==> config.mk <==
export PLATFORM = sky130hd
export DESIGN_NAME = lossy_token_weighted_sum_core_flat
export DESIGN_NICKNAME = d
export VERILOG_FILES = /design/src/hw/rtl/ltws_pkg.sv /design/src/hw/rtl/ltws_stream_if.sv /design/src/hw/rtl/ltws_ram.sv /design/src/hw/rtl/ltws_div.sv /design/src/hw/rtl/lossy_token_weighted_sum_core.sv /design/src/flat_wrapper.sv
export SDC_FILE = /design/constraint.sdc
export NUM_CORES = 2
export LEC_CHECK = 0
export BUFFER_PORTS_ARGS = -buffer_cell sky130_fd_sc_hd__buf_4
export CORE_MARGIN = 10
export CORE_UTILIZATION = 60
export DETAILED_ROUTE_END_ITERATION = 10
export PLACE_DENSITY = 0.8
export SKIP_LAST_GASP = 1
export SYNTH_ARGS = -nofsm -noshare
export SYNTH_HDL_FRONTEND = slang
export SYNTH_HIERARCHICAL = 1
export SYNTH_SLANG_ARGS = --single-unit
==> constraint.sdc <==
create_clock -name clk_i -period 24.3 [get_ports clk_i]
set_input_delay 4.86 -clock clk_i [delete_from_list [all_inputs] [get_ports clk_i]]
set_output_delay 4.86 -clock clk_i [all_outputs]
set_load 0.005 [all_outputs]
==> src/hw/rtl/ltws_pkg.sv <==
// ----------------------------------------------------------------------------
// ltws_pkg
// Types and constants shared by the lossy token weighted sum core.
// ----------------------------------------------------------------------------
package ltws_pkg;

  localparam int VALUE_W     = 32;  // Q16.16 token and sum values
  localparam int WEIGHT_W    = 16;  // Q4.12 weights
  localparam int SUM_W       = 48;  // Q32.16 running sums
  localparam int PROD_W      = VALUE_W + WEIGHT_W;
  localparam int FRAC_SHIFT  = 12;  // weight fraction bits
  localparam int TERM_W      = PROD_W - FRAC_SHIFT;
  localparam int NUM_WEIGHTS = 4;
  localparam int CFG_IDX_W   = 3;
  localparam int CFG_DATA_W  = 32;

  localparam logic signed [WEIGHT_W-1:0] WEIGHT_RESET = 16'sd4096;
  localparam logic signed [VALUE_W-1:0]  VALUE_MAX    = 32'sh7fff_ffff;
  localparam logic signed [VALUE_W-1:0]  VALUE_MIN    = 32'sh8000_0000;
  localparam logic signed [SUM_W-1:0]    SUM_MAX      = 48'sh7fff_ffff_ffff;
  localparam logic signed [SUM_W-1:0]    SUM_MIN      = 48'sh8000_0000_0000;

  // configuration register indexes
  typedef enum logic [CFG_IDX_W-1:0] {
    CFG_POLICY   = 3'd0,
    CFG_DEFAULT  = 3'd1,
    CFG_WEIGHT_0 = 3'd2,
    CFG_WEIGHT_1 = 3'd3,
    CFG_WEIGHT_2 = 3'd4,
    CFG_WEIGHT_3 = 3'd5
  } cfg_reg_e;

  // replacement policy for a lost token
  typedef enum logic [1:0] {
    POLICY_FIXED   = 2'd0,
    POLICY_LAST    = 2'd1,
    POLICY_AVERAGE = 2'd2
  } policy_e;

  // sequencer states
  typedef enum logic [2:0] {
    ST_IDLE,
    ST_READ,
    ST_DIV,
    ST_MUL,
    ST_ACC
  } state_e;

  typedef struct packed {
    logic [1:0]                producer_index;
    logic                      token_present;
    logic signed [VALUE_W-1:0] token_value;
    logic                      first_of_iteration;
    logic signed [VALUE_W-1:0] external_sum;
    logic                      last_of_iteration;
  } token_t;

  typedef struct packed {
    logic signed [VALUE_W-1:0] out_value;
    logic                      saturated;
  } result_t;

  typedef struct packed {
    logic [CFG_IDX_W-1:0]  index;
    logic [CFG_DATA_W-1:0] data;
  } cfg_t;

endpackage

==> src/hw/rtl/ltws_stream_if.sv <==
// ----------------------------------------------------------------------------
// ltws_stream_if
// Valid/ready channel carrying one payload item per handshake.
// ----------------------------------------------------------------------------
interface ltws_stream_if #(
  parameter type payload_t = logic
);

  logic     valid;
  logic     ready;
  payload_t payload;

  modport source (output valid, output payload, input ready);
  modport sink (input valid, input payload, output ready);

endinterface

==> src/hw/rtl/ltws_ram.sv <==
// ----------------------------------------------------------------------------
// ltws_ram
// Generic single-clock RAM, one write and one read port, registered read.
// ----------------------------------------------------------------------------
module ltws_ram #(
  parameter int WIDTH = 32,
  parameter int DEPTH = 4
) (
  input  logic                                       clk_i,
  input  logic                                       we_i,
  input  logic [((DEPTH > 1) ? $clog2(DEPTH) : 1)-1:0] waddr_i,
  input  logic [WIDTH-1:0]                           wdata_i,
  input  logic                                       re_i,
  input  logic [((DEPTH > 1) ? $clog2(DEPTH) : 1)-1:0] raddr_i,
  output logic [WIDTH-1:0]                           rdata_o
);

  logic [WIDTH-1:0] mem_q [DEPTH];

  // write port
  always_ff @(posedge clk_i) begin
    if (we_i) begin
      mem_q[waddr_i] <= wdata_i;
    end
  end

  // registered read port
  always_ff @(posedge clk_i) begin
    if (re_i) begin
      rdata_o <= mem_q[raddr_i];
    end
  end

endmodule

==> src/hw/rtl/ltws_div.sv <==
// ----------------------------------------------------------------------------
// ltws_div
// Unsigned restoring divider, one quotient bit per cycle.
// ----------------------------------------------------------------------------
module ltws_div #(
  parameter int DIVIDEND_W = 48,
  parameter int DIVISOR_W  = 32
) (
  input  logic                  clk_i,
  input  logic                  rst_ni,
  input  logic                  start_i,
  input  logic [DIVIDEND_W-1:0] dividend_i,
  input  logic [DIVISOR_W-1:0]  divisor_i,
  output logic                  done_o,
  output logic [DIVIDEND_W-1:0] quotient_o
);

  localparam int CNT_W = $clog2(DIVIDEND_W + 1);

  logic                  busy_q;
  logic                  done_q;
  logic [CNT_W-1:0]      cnt_q;
  logic [DIVIDEND_W-1:0] quo_q;
  logic [DIVISOR_W-1:0]  rem_q;
  logic [DIVISOR_W-1:0]  div_q;
  logic [DIVISOR_W:0]    shifted;
  logic [DIVISOR_W:0]    diff;
  logic                  fits;

  // one trial subtraction per step
  assign shifted = {rem_q, quo_q[DIVIDEND_W-1]};
  assign diff    = shifted - {1'b0, div_q};
  assign fits    = ~diff[DIVISOR_W];

  // step control
  always_ff @(posedge clk_i or negedge rst_ni) begin
    if (!rst_ni) begin
      busy_q <= 1'b0;
      done_q <= 1'b0;
      cnt_q  <= '0;
    end else if (start_i) begin
      busy_q <= 1'b1;
      done_q <= 1'b0;
      cnt_q  <= CNT_W'(DIVIDEND_W);
    end else if (busy_q) begin
      cnt_q <= cnt_q - 1'b1;
      if (cnt_q == CNT_W'(1)) begin
        busy_q <= 1'b0;
        done_q <= 1'b1;
      end
    end else begin
      done_q <= 1'b0;
    end
  end

  // remainder and quotient shift
  always_ff @(posedge clk_i) begin
    if (start_i) begin
      quo_q <= dividend_i;
      rem_q <= '0;
      div_q <= divisor_i;
    end else if (busy_q) begin
      rem_q <= fits ? diff[DIVISOR_W-1:0] : shifted[DIVISOR_W-1:0];
      quo_q <= {quo_q[DIVIDEND_W-2:0], fits};
    end
  end

  assign done_o     = done_q;
  assign quotient_o = quo_q;

endmodule

==> src/hw/rtl/lossy_token_weighted_sum_core.sv <==
// ----------------------------------------------------------------------------
// lossy_token_weighted_sum_core
// Weighted sum over lossy producer tokens with per-producer state in a RAM.
// One item at a time: each accepted token passes ST_READ, ST_MUL and ST_ACC
// before the core is ready for the next item; a lost token under running average
// also waits in ST_DIV for the bit-serial divider. The result item is registered
// in ST_ACC of the last token, which waits there while an earlier result is held.
// Reset clears all producer state (per-entry valid bits), the accumulator,
// the iteration count and loads the register reset values; no clearing pass.
// ----------------------------------------------------------------------------
module lossy_token_weighted_sum_core
  import ltws_pkg::*;
#(
  parameter int PRODUCERS  = 4,
  parameter int COUNT_BITS = 32
) (
  input  logic          clk_i,
  input  logic          rst_ni,
  ltws_stream_if.sink   cfg_i,
  ltws_stream_if.sink   tok_i,
  ltws_stream_if.source res_o
);

  localparam int ADDR_W  = (PRODUCERS > 1) ? $clog2(PRODUCERS) : 1;
  localparam int ENTRY_W = SUM_W + VALUE_W + COUNT_BITS;

  state_e state_q, state_d;

  // configuration registers
  logic [1:0]                 policy_q;
  logic signed [VALUE_W-1:0]  default_q;
  logic signed [WEIGHT_W-1:0] weight_q [NUM_WEIGHTS];

  // item and datapath registers
  token_t                     tok_q, tok_d;
  logic signed [VALUE_W-1:0]  val_q, val_d;
  logic signed [PROD_W-1:0]   prod_q, prod_d;
  logic                       sneg_q, sneg_d;
  logic signed [VALUE_W-1:0]  acc_q, acc_d;
  logic                       clip_q, clip_d;
  logic [COUNT_BITS-1:0]      iter_q, iter_d;
  result_t                    res_q, res_d;
  logic                       res_valid_q, res_valid_d;

  // producer state memory
  logic [PRODUCERS-1:0]       valid_q;
  logic                       rd_valid_q;
  logic                       ram_we, ram_re;
  logic [ADDR_W-1:0]          ram_raddr, ram_waddr;
  logic [ENTRY_W-1:0]         ram_wdata, ram_rdata, entry;
  logic signed [SUM_W-1:0]    ent_sum;
  logic signed [VALUE_W-1:0]  ent_last;
  logic [COUNT_BITS-1:0]      ent_lost;
  logic [COUNT_BITS-1:0]      rx_count;

  // divider
  logic                       div_start, div_done;
  logic [SUM_W-1:0]           div_dividend, div_quot;
  logic signed [VALUE_W-1:0]  avg_val;

  // arithmetic
  logic                       tok_accept, in_range_in, in_range;
  logic signed [SUM_W:0]      sum_ext;
  logic signed [SUM_W-1:0]    sum_sat;
  logic signed [TERM_W-1:0]   term;
  logic signed [VALUE_W-1:0]  acc_base;
  logic signed [TERM_W+1:0]   acc_ext;
  logic signed [VALUE_W-1:0]  acc_sat;
  logic                       acc_clip;

  assign tok_accept  = tok_i.valid & tok_i.ready;
  assign in_range_in = (32'(tok_i.payload.producer_index) < PRODUCERS);
  assign in_range    = (32'(tok_q.producer_index) < PRODUCERS);

  // configuration writes, indexes beyond the list are dropped
  assign cfg_i.ready = 1'b1;

  always_ff @(posedge clk_i or negedge rst_ni) begin
    if (!rst_ni) begin
      policy_q  <= POLICY_FIXED;
      default_q <= '0;
      for (int k = 0; k < NUM_WEIGHTS; k++) begin
        weight_q[k] <= WEIGHT_RESET;
      end
    end else if (cfg_i.valid) begin
      case (cfg_i.payload.index)
        CFG_POLICY:   policy_q    <= cfg_i.payload.data[1:0];
        CFG_DEFAULT:  default_q   <= cfg_i.payload.data[VALUE_W-1:0];
        CFG_WEIGHT_0: weight_q[0] <= cfg_i.payload.data[WEIGHT_W-1:0];
        CFG_WEIGHT_1: weight_q[1] <= cfg_i.payload.data[WEIGHT_W-1:0];
        CFG_WEIGHT_2: weight_q[2] <= cfg_i.payload.data[WEIGHT_W-1:0];
        CFG_WEIGHT_3: weight_q[3] <= cfg_i.payload.data[WEIGHT_W-1:0];
        default: ;
      endcase
    end
  end

  // producer state ram: {running sum, last value, lost count}
  assign ram_raddr = ADDR_W'(tok_i.payload.producer_index);
  assign ram_waddr = ADDR_W'(tok_q.producer_index);
  assign ram_re    = tok_accept & in_range_in;

  ltws_ram #(
    .WIDTH (ENTRY_W),
    .DEPTH (PRODUCERS)
  ) u_state_ram (
    .clk_i   (clk_i),
    .we_i    (ram_we),
    .waddr_i (ram_waddr),
    .wdata_i (ram_wdata),
    .re_i    (ram_re),
    .raddr_i (ram_raddr),
    .rdata_o (ram_rdata)
  );

  // never-written entries read as zero
  always_ff @(posedge clk_i or negedge rst_ni) begin
    if (!rst_ni) begin
      valid_q    <= '0;
      rd_valid_q <= 1'b0;
    end else begin
      if (ram_we) begin
        valid_q[ram_waddr] <= 1'b1;
      end
      if (ram_re) begin
        rd_valid_q <= valid_q[ram_raddr];
      end
    end
  end

  assign entry    = rd_valid_q ? ram_rdata : '0;
  assign ent_sum  = entry[ENTRY_W-1 -: SUM_W];
  assign ent_last = entry[COUNT_BITS+VALUE_W-1 -: VALUE_W];
  assign ent_lost = entry[COUNT_BITS-1:0];
  assign rx_count = iter_q - ent_lost;

  // saturating running sum update
  assign sum_ext = (SUM_W+1)'(ent_sum) + (SUM_W+1)'(tok_q.token_value);
  always_comb begin
    if (sum_ext[SUM_W] != sum_ext[SUM_W-1]) begin
      sum_sat = sum_ext[SUM_W] ? SUM_MIN : SUM_MAX;
    end else begin
      sum_sat = sum_ext[SUM_W-1:0];
    end
  end

  // running average: magnitude divided by received count
  assign div_dividend = ent_sum[SUM_W-1] ? SUM_W'(-ent_sum) : SUM_W'(ent_sum);

  ltws_div #(
    .DIVIDEND_W (SUM_W),
    .DIVISOR_W  (COUNT_BITS)
  ) u_div (
    .clk_i      (clk_i),
    .rst_ni     (rst_ni),
    .start_i    (div_start),
    .dividend_i (div_dividend),
    .divisor_i  (rx_count),
    .done_o     (div_done),
    .quotient_o (div_quot)
  );

  // restore sign and clamp quotient to 32 bits
  always_comb begin
    if (!sneg_q) begin
      avg_val = (|div_quot[SUM_W-1:VALUE_W-1]) ? VALUE_MAX : div_quot[VALUE_W-1:0];
    end else if ((|div_quot[SUM_W-1:VALUE_W]) ||
                 (div_quot[VALUE_W-1] && (|div_quot[VALUE_W-2:0]))) begin
      avg_val = VALUE_MIN;
    end else begin
      avg_val = -div_quot[VALUE_W-1:0];
    end
  end

  // weighted term (floor shift) and saturating accumulate
  assign term     = prod_q[PROD_W-1:FRAC_SHIFT];
  assign acc_base = tok_q.first_of_iteration ? tok_q.external_sum : acc_q;
  assign acc_ext  = (TERM_W+2)'(acc_base) + (TERM_W+2)'(term);

  always_comb begin
    acc_clip = 1'b0;
    acc_sat  = acc_ext[VALUE_W-1:0];
    if (acc_ext > (TERM_W+2)'(VALUE_MAX)) begin
      acc_clip = 1'b1;
      acc_sat  = VALUE_MAX;
    end else if (acc_ext < (TERM_W+2)'(VALUE_MIN)) begin
      acc_clip = 1'b1;
      acc_sat  = VALUE_MIN;
    end
  end

  // sequencer state register
  always_ff @(posedge clk_i or negedge rst_ni) begin
    if (!rst_ni) begin
      state_q <= ST_IDLE;
    end else begin
      state_q <= state_d;
    end
  end

  // next state and datapath control
  always_comb begin
    state_d     = state_q;
    tok_d       = tok_q;
    val_d       = val_q;
    prod_d      = prod_q;
    sneg_d      = sneg_q;
    acc_d       = acc_q;
    clip_d      = clip_q;
    iter_d      = iter_q;
    res_d       = res_q;
    res_valid_d = res_valid_q & ~res_o.ready;
    ram_we      = 1'b0;
    ram_wdata   = entry;
    div_start   = 1'b0;
    tok_i.ready = (state_q == ST_IDLE);

    case (state_q)
      ST_IDLE: begin
        if (tok_accept) begin
          tok_d   = tok_i.payload;
          state_d = ST_READ;
        end
      end

      ST_READ: begin
        state_d = ST_MUL;
        if (!in_range) begin
          val_d = '0;
        end else if (tok_q.token_present) begin
          ram_we    = 1'b1;
          ram_wdata = {sum_sat, tok_q.token_value, ent_lost};
          val_d     = tok_q.token_value;
        end else begin
          ram_we    = 1'b1;
          ram_wdata = {ent_sum, ent_last, COUNT_BITS'(ent_lost + 1'b1)};
          case (policy_q)
            POLICY_LAST: val_d = ent_last;
            POLICY_AVERAGE: begin
              if (rx_count == '0) begin
                val_d = '0;
              end else begin
                div_start = 1'b1;
                sneg_d    = ent_sum[SUM_W-1];
                state_d   = ST_DIV;
              end
            end
            default: val_d = default_q;
          endcase
        end
      end

      ST_DIV: begin
        if (div_done) begin
          val_d   = avg_val;
          state_d = ST_MUL;
        end
      end

      ST_MUL: begin
        prod_d  = val_q * weight_q[tok_q.producer_index];
        state_d = ST_ACC;
      end

      ST_ACC: begin
        // a last token waits until the result register is free
        if (!tok_q.last_of_iteration || !res_valid_q || res_o.ready) begin
          acc_d   = acc_sat;
          clip_d  = (tok_q.first_of_iteration ? 1'b0 : clip_q) | acc_clip;
          state_d = ST_IDLE;
          if (tok_q.last_of_iteration) begin
            res_d.out_value = acc_sat;
            res_d.saturated = clip_d;
            res_valid_d     = 1'b1;
            iter_d          = iter_q + 1'b1;
          end
        end
      end

      default: state_d = ST_IDLE;
    endcase
  end

  // control and architectural state
  always_ff @(posedge clk_i or negedge rst_ni) begin
    if (!rst_ni) begin
      acc_q       <= '0;
      clip_q      <= 1'b0;
      iter_q      <= '0;
      res_valid_q <= 1'b0;
    end else begin
      acc_q       <= acc_d;
      clip_q      <= clip_d;
      iter_q      <= iter_d;
      res_valid_q <= res_valid_d;
    end
  end

  // payload registers
  always_ff @(posedge clk_i) begin
    tok_q  <= tok_d;
    val_q  <= val_d;
    prod_q <= prod_d;
    sneg_q <= sneg_d;
    res_q  <= res_d;
  end

  // result channel
  assign res_o.valid   = res_valid_q;
  assign res_o.payload = res_q;

endmodule

==> src/flat_wrapper.sv <==
// flat-port wrapper written by rule: the top's interface ports become plain ports
module lossy_token_weighted_sum_core_flat import ltws_pkg::*;
#(
  parameter int PRODUCERS  = 4,
  parameter int COUNT_BITS = 32
)
  (clk_i, rst_ni, cfg_i_valid, cfg_i_payload, cfg_i_ready, tok_i_valid, tok_i_payload, tok_i_ready, res_o_valid, res_o_payload, res_o_ready);
  ltws_stream_if #(.payload_t(cfg_t)) cfg_i_i ();
  ltws_stream_if #(.payload_t(token_t)) tok_i_i ();
  ltws_stream_if #(.payload_t(result_t)) res_o_i ();
  input  logic clk_i;
  input  logic rst_ni;
  input wire logic [$bits(cfg_i_i.valid)-1:0] cfg_i_valid;
  input wire logic [$bits(cfg_i_i.payload)-1:0] cfg_i_payload;
  output wire logic [$bits(cfg_i_i.ready)-1:0] cfg_i_ready;
  input wire logic [$bits(tok_i_i.valid)-1:0] tok_i_valid;
  input wire logic [$bits(tok_i_i.payload)-1:0] tok_i_payload;
  output wire logic [$bits(tok_i_i.ready)-1:0] tok_i_ready;
  output wire logic [$bits(res_o_i.valid)-1:0] res_o_valid;
  output wire logic [$bits(res_o_i.payload)-1:0] res_o_payload;
  input wire logic [$bits(res_o_i.ready)-1:0] res_o_ready;
  assign cfg_i_i.valid = cfg_i_valid;
  assign cfg_i_i.payload = cfg_i_payload;
  assign cfg_i_ready = cfg_i_i.ready;
  assign tok_i_i.valid = tok_i_valid;
  assign tok_i_i.payload = tok_i_payload;
  assign tok_i_ready = tok_i_i.ready;
  assign res_o_valid = res_o_i.valid;
  assign res_o_payload = res_o_i.payload;
  assign res_o_i.ready = res_o_ready;
  lossy_token_weighted_sum_core #(.PRODUCERS(PRODUCERS), .COUNT_BITS(COUNT_BITS)) u_core (.clk_i(clk_i), .rst_ni(rst_ni), .cfg_i(cfg_i_i), .tok_i(tok_i_i), .res_o(res_o_i));
endmodule
# Word level (Yosys, flattened, before mapping)
# Memories as Yosys holds them, arrays and structs flattened. A register that Yosys moved wholly into a read port is not among the register bits.
# Cells that the tools add are included.
[word_totals]
regBits = 475
mem_bits_rw = 448
wordCells = 156
n_memories = 1
[mem_list]
columns = ["memory", "depth", "word_bits", "read_ports", "rd_clocked_by_memory_dff", "write_ports", "line_no", "rtl"]
rows = [
  ["u_core.u_state_ram.mem_q", 4, 112, 1, 1, 1, "ltws_ram.sv:18", "logic [WIDTH-1:0] mem_q [DEPTH];"],
]
[classes]
addsub = 9
multipliers = 1
order_cmp = 6
eq_ne = 18
mux = 55
bitwise = 9
n_reduce_logical = 27
[ops]
columns = ["cell", "count"]
rows = [
  ["$mux 112", 3],
  ["$mux 32", 10],
  ["$mux 48", 5],
  ["$pmux 32 s2", 2],
  ["$add 32x1->32 const B", 2],
  ["$add 48x32->49", 1],
  ["$mul 32x16->48", 1],
  ["$neg 48->48", 1],
  ["$gt 38x32->1 const B", 1],
  ["$lt 38x32->1 const B", 1],
  ["$add 32x36->37", 1],
  ["$sub 33x32->33", 1],
  ["$bmux 16 s2", 1],
  ["$logic_not 32->1", 1],
  ["$mux 16", 2],
  ["$neg 32->32", 1],
  ["$sub 32x32->32", 1],
  ["$reduce_or 31->1", 1],
  ["$mux 1", 22],
  ["$reduce_or 17->1", 1],
  ["$reduce_and 2->1", 8],
  ["$reduce_or 16->1", 1],
  ["$mux 3", 5],
  ["$pmux 3 s5", 1],
  ["other kinds (30)", 51],
]

# Depth between registers and ports, before layout
[logic_depth]
depth_word = 8
ltp_mapped = 28
depth_no_buf = 26

# Cells and area by module
# The synthesis kept the hierarchy.
[modules_own_cells]
columns = ["module", "n_inst", "cells_each", "area_each_um2", "seq_area_each_um2"]
rows = [
  ["lossy_token_weighted_sum_core", 1, 4681, 41941.5, 9444.1],
  ["ltws_ram", 1, 701, 19640.1, 16816.1],
  ["ltws_div", 1, 644, 6822.8, 3243.1],
]

# Worst setup path before layout
# Ideal clock, no wire load.
[synth_timing]
path_type = "reg2reg"
start = "register u_core.state_q[2]"
end = "memory u_core/u_state_ram/mem_q[0][0] (netlist name) (enable)"
setup_time_ns = 0.743
arrival_time_ns = 9.050
path_slack_ns = 14.507
path_stages_with_launch = 5
n_path_buf = 0
synth_period_minus_slack_ns = 9.793
path_cell_list = "dfrtp_1 > nor2_1 > nand2_1 > inv_1 > nor3b_1"
[synth_between]
elab_chain_cells = 4
[synth_lines]
columns = ["item", "line_no", "rtl"]
rows = [
  ["start, declared", "lossy_token_weighted_sum_core.sv:27", "state_e state_q, state_d;"],
  ["start signal, assigned", "lossy_token_weighted_sum_core.sv:197", "state_q <= state_d;"],
  ["$eq 3x1->1", "lossy_token_weighted_sum_core.sv:218", "case (state_q)"],
  ["$mux 1", "lossy_token_weighted_sum_core.sv:218", ""],
  ["net u_core.ram_we", "lossy_token_weighted_sum_core.sv:48", "logic ram_we, ram_re;"],
  ["$mux 1", "ltws_ram.sv:22", "if (we_i) begin"],
  ["$mux 1 (implied by the code)", "ltws_ram.sv:23", "mem_q[waddr_i] <= wdata_i;"],
  ["end, declared", "ltws_ram.sv:18", ""],
]
# The timed path passes the listed nets, and every way through them passes these cells.

# Worst setup path after layout
[layout_timing]
start = "register u_core.tok_q (netlist bit u_core/ram_waddr[1])"
end = "register u_core.prod_q[47] (data pin)"
[layout_between]
elab_chain_cells = 5
[layout_lines]
columns = ["item", "line_no", "rtl"]
rows = [
  ["start, declared", "lossy_token_weighted_sum_core.sv:35", "token_t tok_q, tok_d;"],
  ["start signal, assigned", "lossy_token_weighted_sum_core.sv:301", "tok_q <= tok_d;"],
  ["$not 2->3 (implied by the code)", "lossy_token_weighted_sum_core.sv:261", "prod_d = val_q * weight_q[tok_q.producer_index];"],
  ["$bmux 16 s2", "lossy_token_weighted_sum_core.sv:261", ""],
  ["$mux 16 (implied by the code) (2 in series)", "lossy_token_weighted_sum_core.sv:261", ""],
  ["$mul 32x16->48", "lossy_token_weighted_sum_core.sv:261", ""],
  ["end signal, assigned", "lossy_token_weighted_sum_core.sv:303", "prod_q <= prod_d;"],
  ["end, declared", "lossy_token_weighted_sum_core.sv:37", "logic signed [PROD_W-1:0] prod_q, prod_d;"],
]
# Every way passes these cells. The select of a mux whose other input is x is not followed.
# A chain may end at the register's enable or synchronous reset.

==> reports/results.txt <==
status -> completed
CP Class -> register to register
Hold Crit Start -> u_core/valid_q[3]
Crit path max-delay family -> adder cells
Final period util -> 37.6%
Mapped Cells -> 6026
worst min path class -> register to register
unrepaired setup endpoints after global routing -> false
#FFs+latches synth -> 1023
first-pass GRT wire length -> 272000 µm
Die Width -> 358 µm
GRT Overall Usage -> 26.9%
Final #Nets -> 6906
crit path launch type -> register
Routed WL -> 172000 µm
Antenna Nets Post-Route -> 0
Area growth syn-to-layout -> 8.11%
crit path time final -> 9.14 ns
share of layout cells above drive strength 1 -> 12.2%
Detail Route met2 WL -> 81800 µm
CTS root buffer -> clkbuf_16
critical path's most frequent cell -> fa_1
largest net degree at the start of global routing -> 118
CP max FO -> 31
slew margin rel. -> 22.1%
number of H-tree levels -> 3
GR Overflow Total -> 0
ys async rst share -> 17.6%
post-route DRC violation count -> 0
number of port buffers -> 143
post-route cell area -> 74000 µm²
io pins -> 145
Die Height -> 358 µm
f_max -> 0.109 GHz
MaxCap Viol Count -> 0
worst path bufs/invs -> 5
critical path arrival -> 9.55 ns
Fill cells -> 8188
drt wl/cell -> 22.5 µm
Core Region -> 113000 µm²
clk_lat worst skew -> 0.74 ns
post-synthesis cell area -> 68400 µm²
Clock Skew -> 0.0799 ns
1st-iter DRT viols -> 4660
via/cell ratio -> 6.15
site row count -> 123
total CTS buffers -> 104
synth warn -> 6
CTS clk-pin slew, worst paths -> 0.06 ns
Avg Synthesized Cell Area -> 11.4 µm²
CP required -> 24.70 ns
crit-path max cell delay -> 1.02 ns
setup_tns -> 0 ns
vias in the first global route -> 48739
initial antenna violation count -> 3
sequential area share after synthesis -> 43.1%
Post-CTS Setup Bufs -> 0
Slew Viols, Final -> 0
count of final hold-check violations -> 0
full die area -> 128000 µm²
Final Util -> 65.6%
met1 WL -> 67800 µm
ys flop type -> edfxtp_1
CTS tree -> yes
antenna cells -> 0
CP Capture Type -> register
Syn Nets -> 6890
CTS Hold Bufs -> 0
Sink Count -> 1023
# setup viols final -> 0
EDFF count, synth -> 811
GP Congestion -> 0.951
vias -> 46920
RR Startpoint -> u_core/ram_waddr[1]
Placement Cell Area -> 70500 µm²
Distinct cells, synth -> 105
CP Launch Point -> u_core/ram_waddr[1]
Clock Tree Buf Depth -> 3
Worst Max-Slew Pin Slew -> 1.17 ns
initial core utilization -> 60.6%
top sig layer -> met5
DR WL met3 -> 15300 µm
Slowest-stage cell, CP -> edfxtp_1
drt first pass iters -> 8
post-CTS sizing -> 0
detailed-placement wirelength estimate -> 122000 µm
-- path summary, 6_finish.rpt --
kind | endpoint | slack [ns] | cells past startpoint
worst max-delay path | u_core/prod_q[47] | 15.16 | 25
worst min-delay path | u_core/valid_q[3] | 0.48 | 1
worst max register to register | u_core/prod_q[47] | 15.16 | 25
worst min register to register | u_core/valid_q[3] | 0.48 | 1
max in group asynchronous | u_core/weight_q[2] | 18.08 | 3
min in group asynchronous | u_core/iter_q[24] | 4.13 | 1
-- cell families after synthesis --
group           after synthesis  synth area share, %
compound gates              938                 8.99
xor+xnor                    266                 3.41
fa+ha+maj                   755                 19.2
buf+inv                     993                 5.83
flops                      1023                 43.1
mux                         313                 7.25
other cells                   1              0.00548
simple gates               1737                 12.2
-- flip-flops by register name (all words and copies together) (netlist names), 33 cells and up --
register,count
u_core/prod_q,36
u_core/res_o.payload,33
u_core/tok_q,67
u_core/u_div/quotient_o,48
u_core/u_state_ram/mem_q,448
u_core/u_state_ram/rdata_o,112
u_core/weight_q,64
-- through the flow --
step / cells / hold WS, ns / setup slack [ns]
floorplan: 6026 / 0.423 / 14.51
global placement: 7436 / 0.440 / 15.60
detailed placement: 7436 / 0.446 / 15.39
CTS: 7634 / 0.473 / 15.27
global route: 7634 / 0.503 / 14.72
finish: 7634 / 0.477 / 15.16
-- metal layers --
metal  global-route usage [%]  vias to the layer above
met4                     10.7                        4
li1                         -                    20859
met3                     4.76                      429
met5                        0                        -
met1                     35.8                    23332
met2                     44.0                     2296
-- placed cells by master (no fill, tap or decap), types with 24 or more instances in the layout --
cell type and n:
and3_1 33, nand4_1 51, clkbuf_1 25, o21ai_0 198, xnor2_1 190, mux4_2 128, a221o_1 35, nor2b_1 25
inv_1 710, o21ai_1 40, edfxtp_1 811, nand2b_1 35, nand3_1 103, a211oi_1 45, buf_4 186, a21o_1 69
ha_1 266, clkbuf_16 106, and2_1 272, nor3_1 69, fa_1 489, xor2_1 76, o21bai_1 27, o31ai_1 24
o21a_1 29, mux2_2 181, dfrtp_1 174, nand2_1 723, a31oi_1 27, dfxtp_1 32, nor2_1 276, a21oi_1 256
-- cell usage after synthesis (41+ instances only) --
master	n	area [µm²]
xnor2_1	190	1660
and2_1	272	1700
mux4_2	128	2880
a211oi_1	45	338
nor2_1	279	1050
nor3_1	70	350
a21o_1	69	518
edfxtp_1	811	24400
clkbuf_1	212	796
o21ai_0	199	996
mux2_2	181	2040
o21ai_1	41	205
dfrtp_1	176	4400
a21oi_1	256	1280
ha_1	266	3330
nand4_1	51	319
fa_1	489	9790
nand2_1	725	2720
inv_1	711	2670
nand3_1	103	515
xor2_1	76	666
-- final cells by class --
type / instances / area [µm²] / share of cell area [%]
clock buffer: 140 / 2870 / 3.88
clock inverter: 58 / 587 / 0.793
inverter: 714 / 2690 / 3.63
multi-input combinational: 4010 / 35000 / 47.3
sequential: 1023 / 29500 / 39.9
tap: 1500 / 1880 / 2.54
timing repair buffer: 189 / 1440 / 1.95
Power is left out: the tool's default activity adds up to more than one toggle a clock period on the data nets, which glitch-free logic cannot reach.
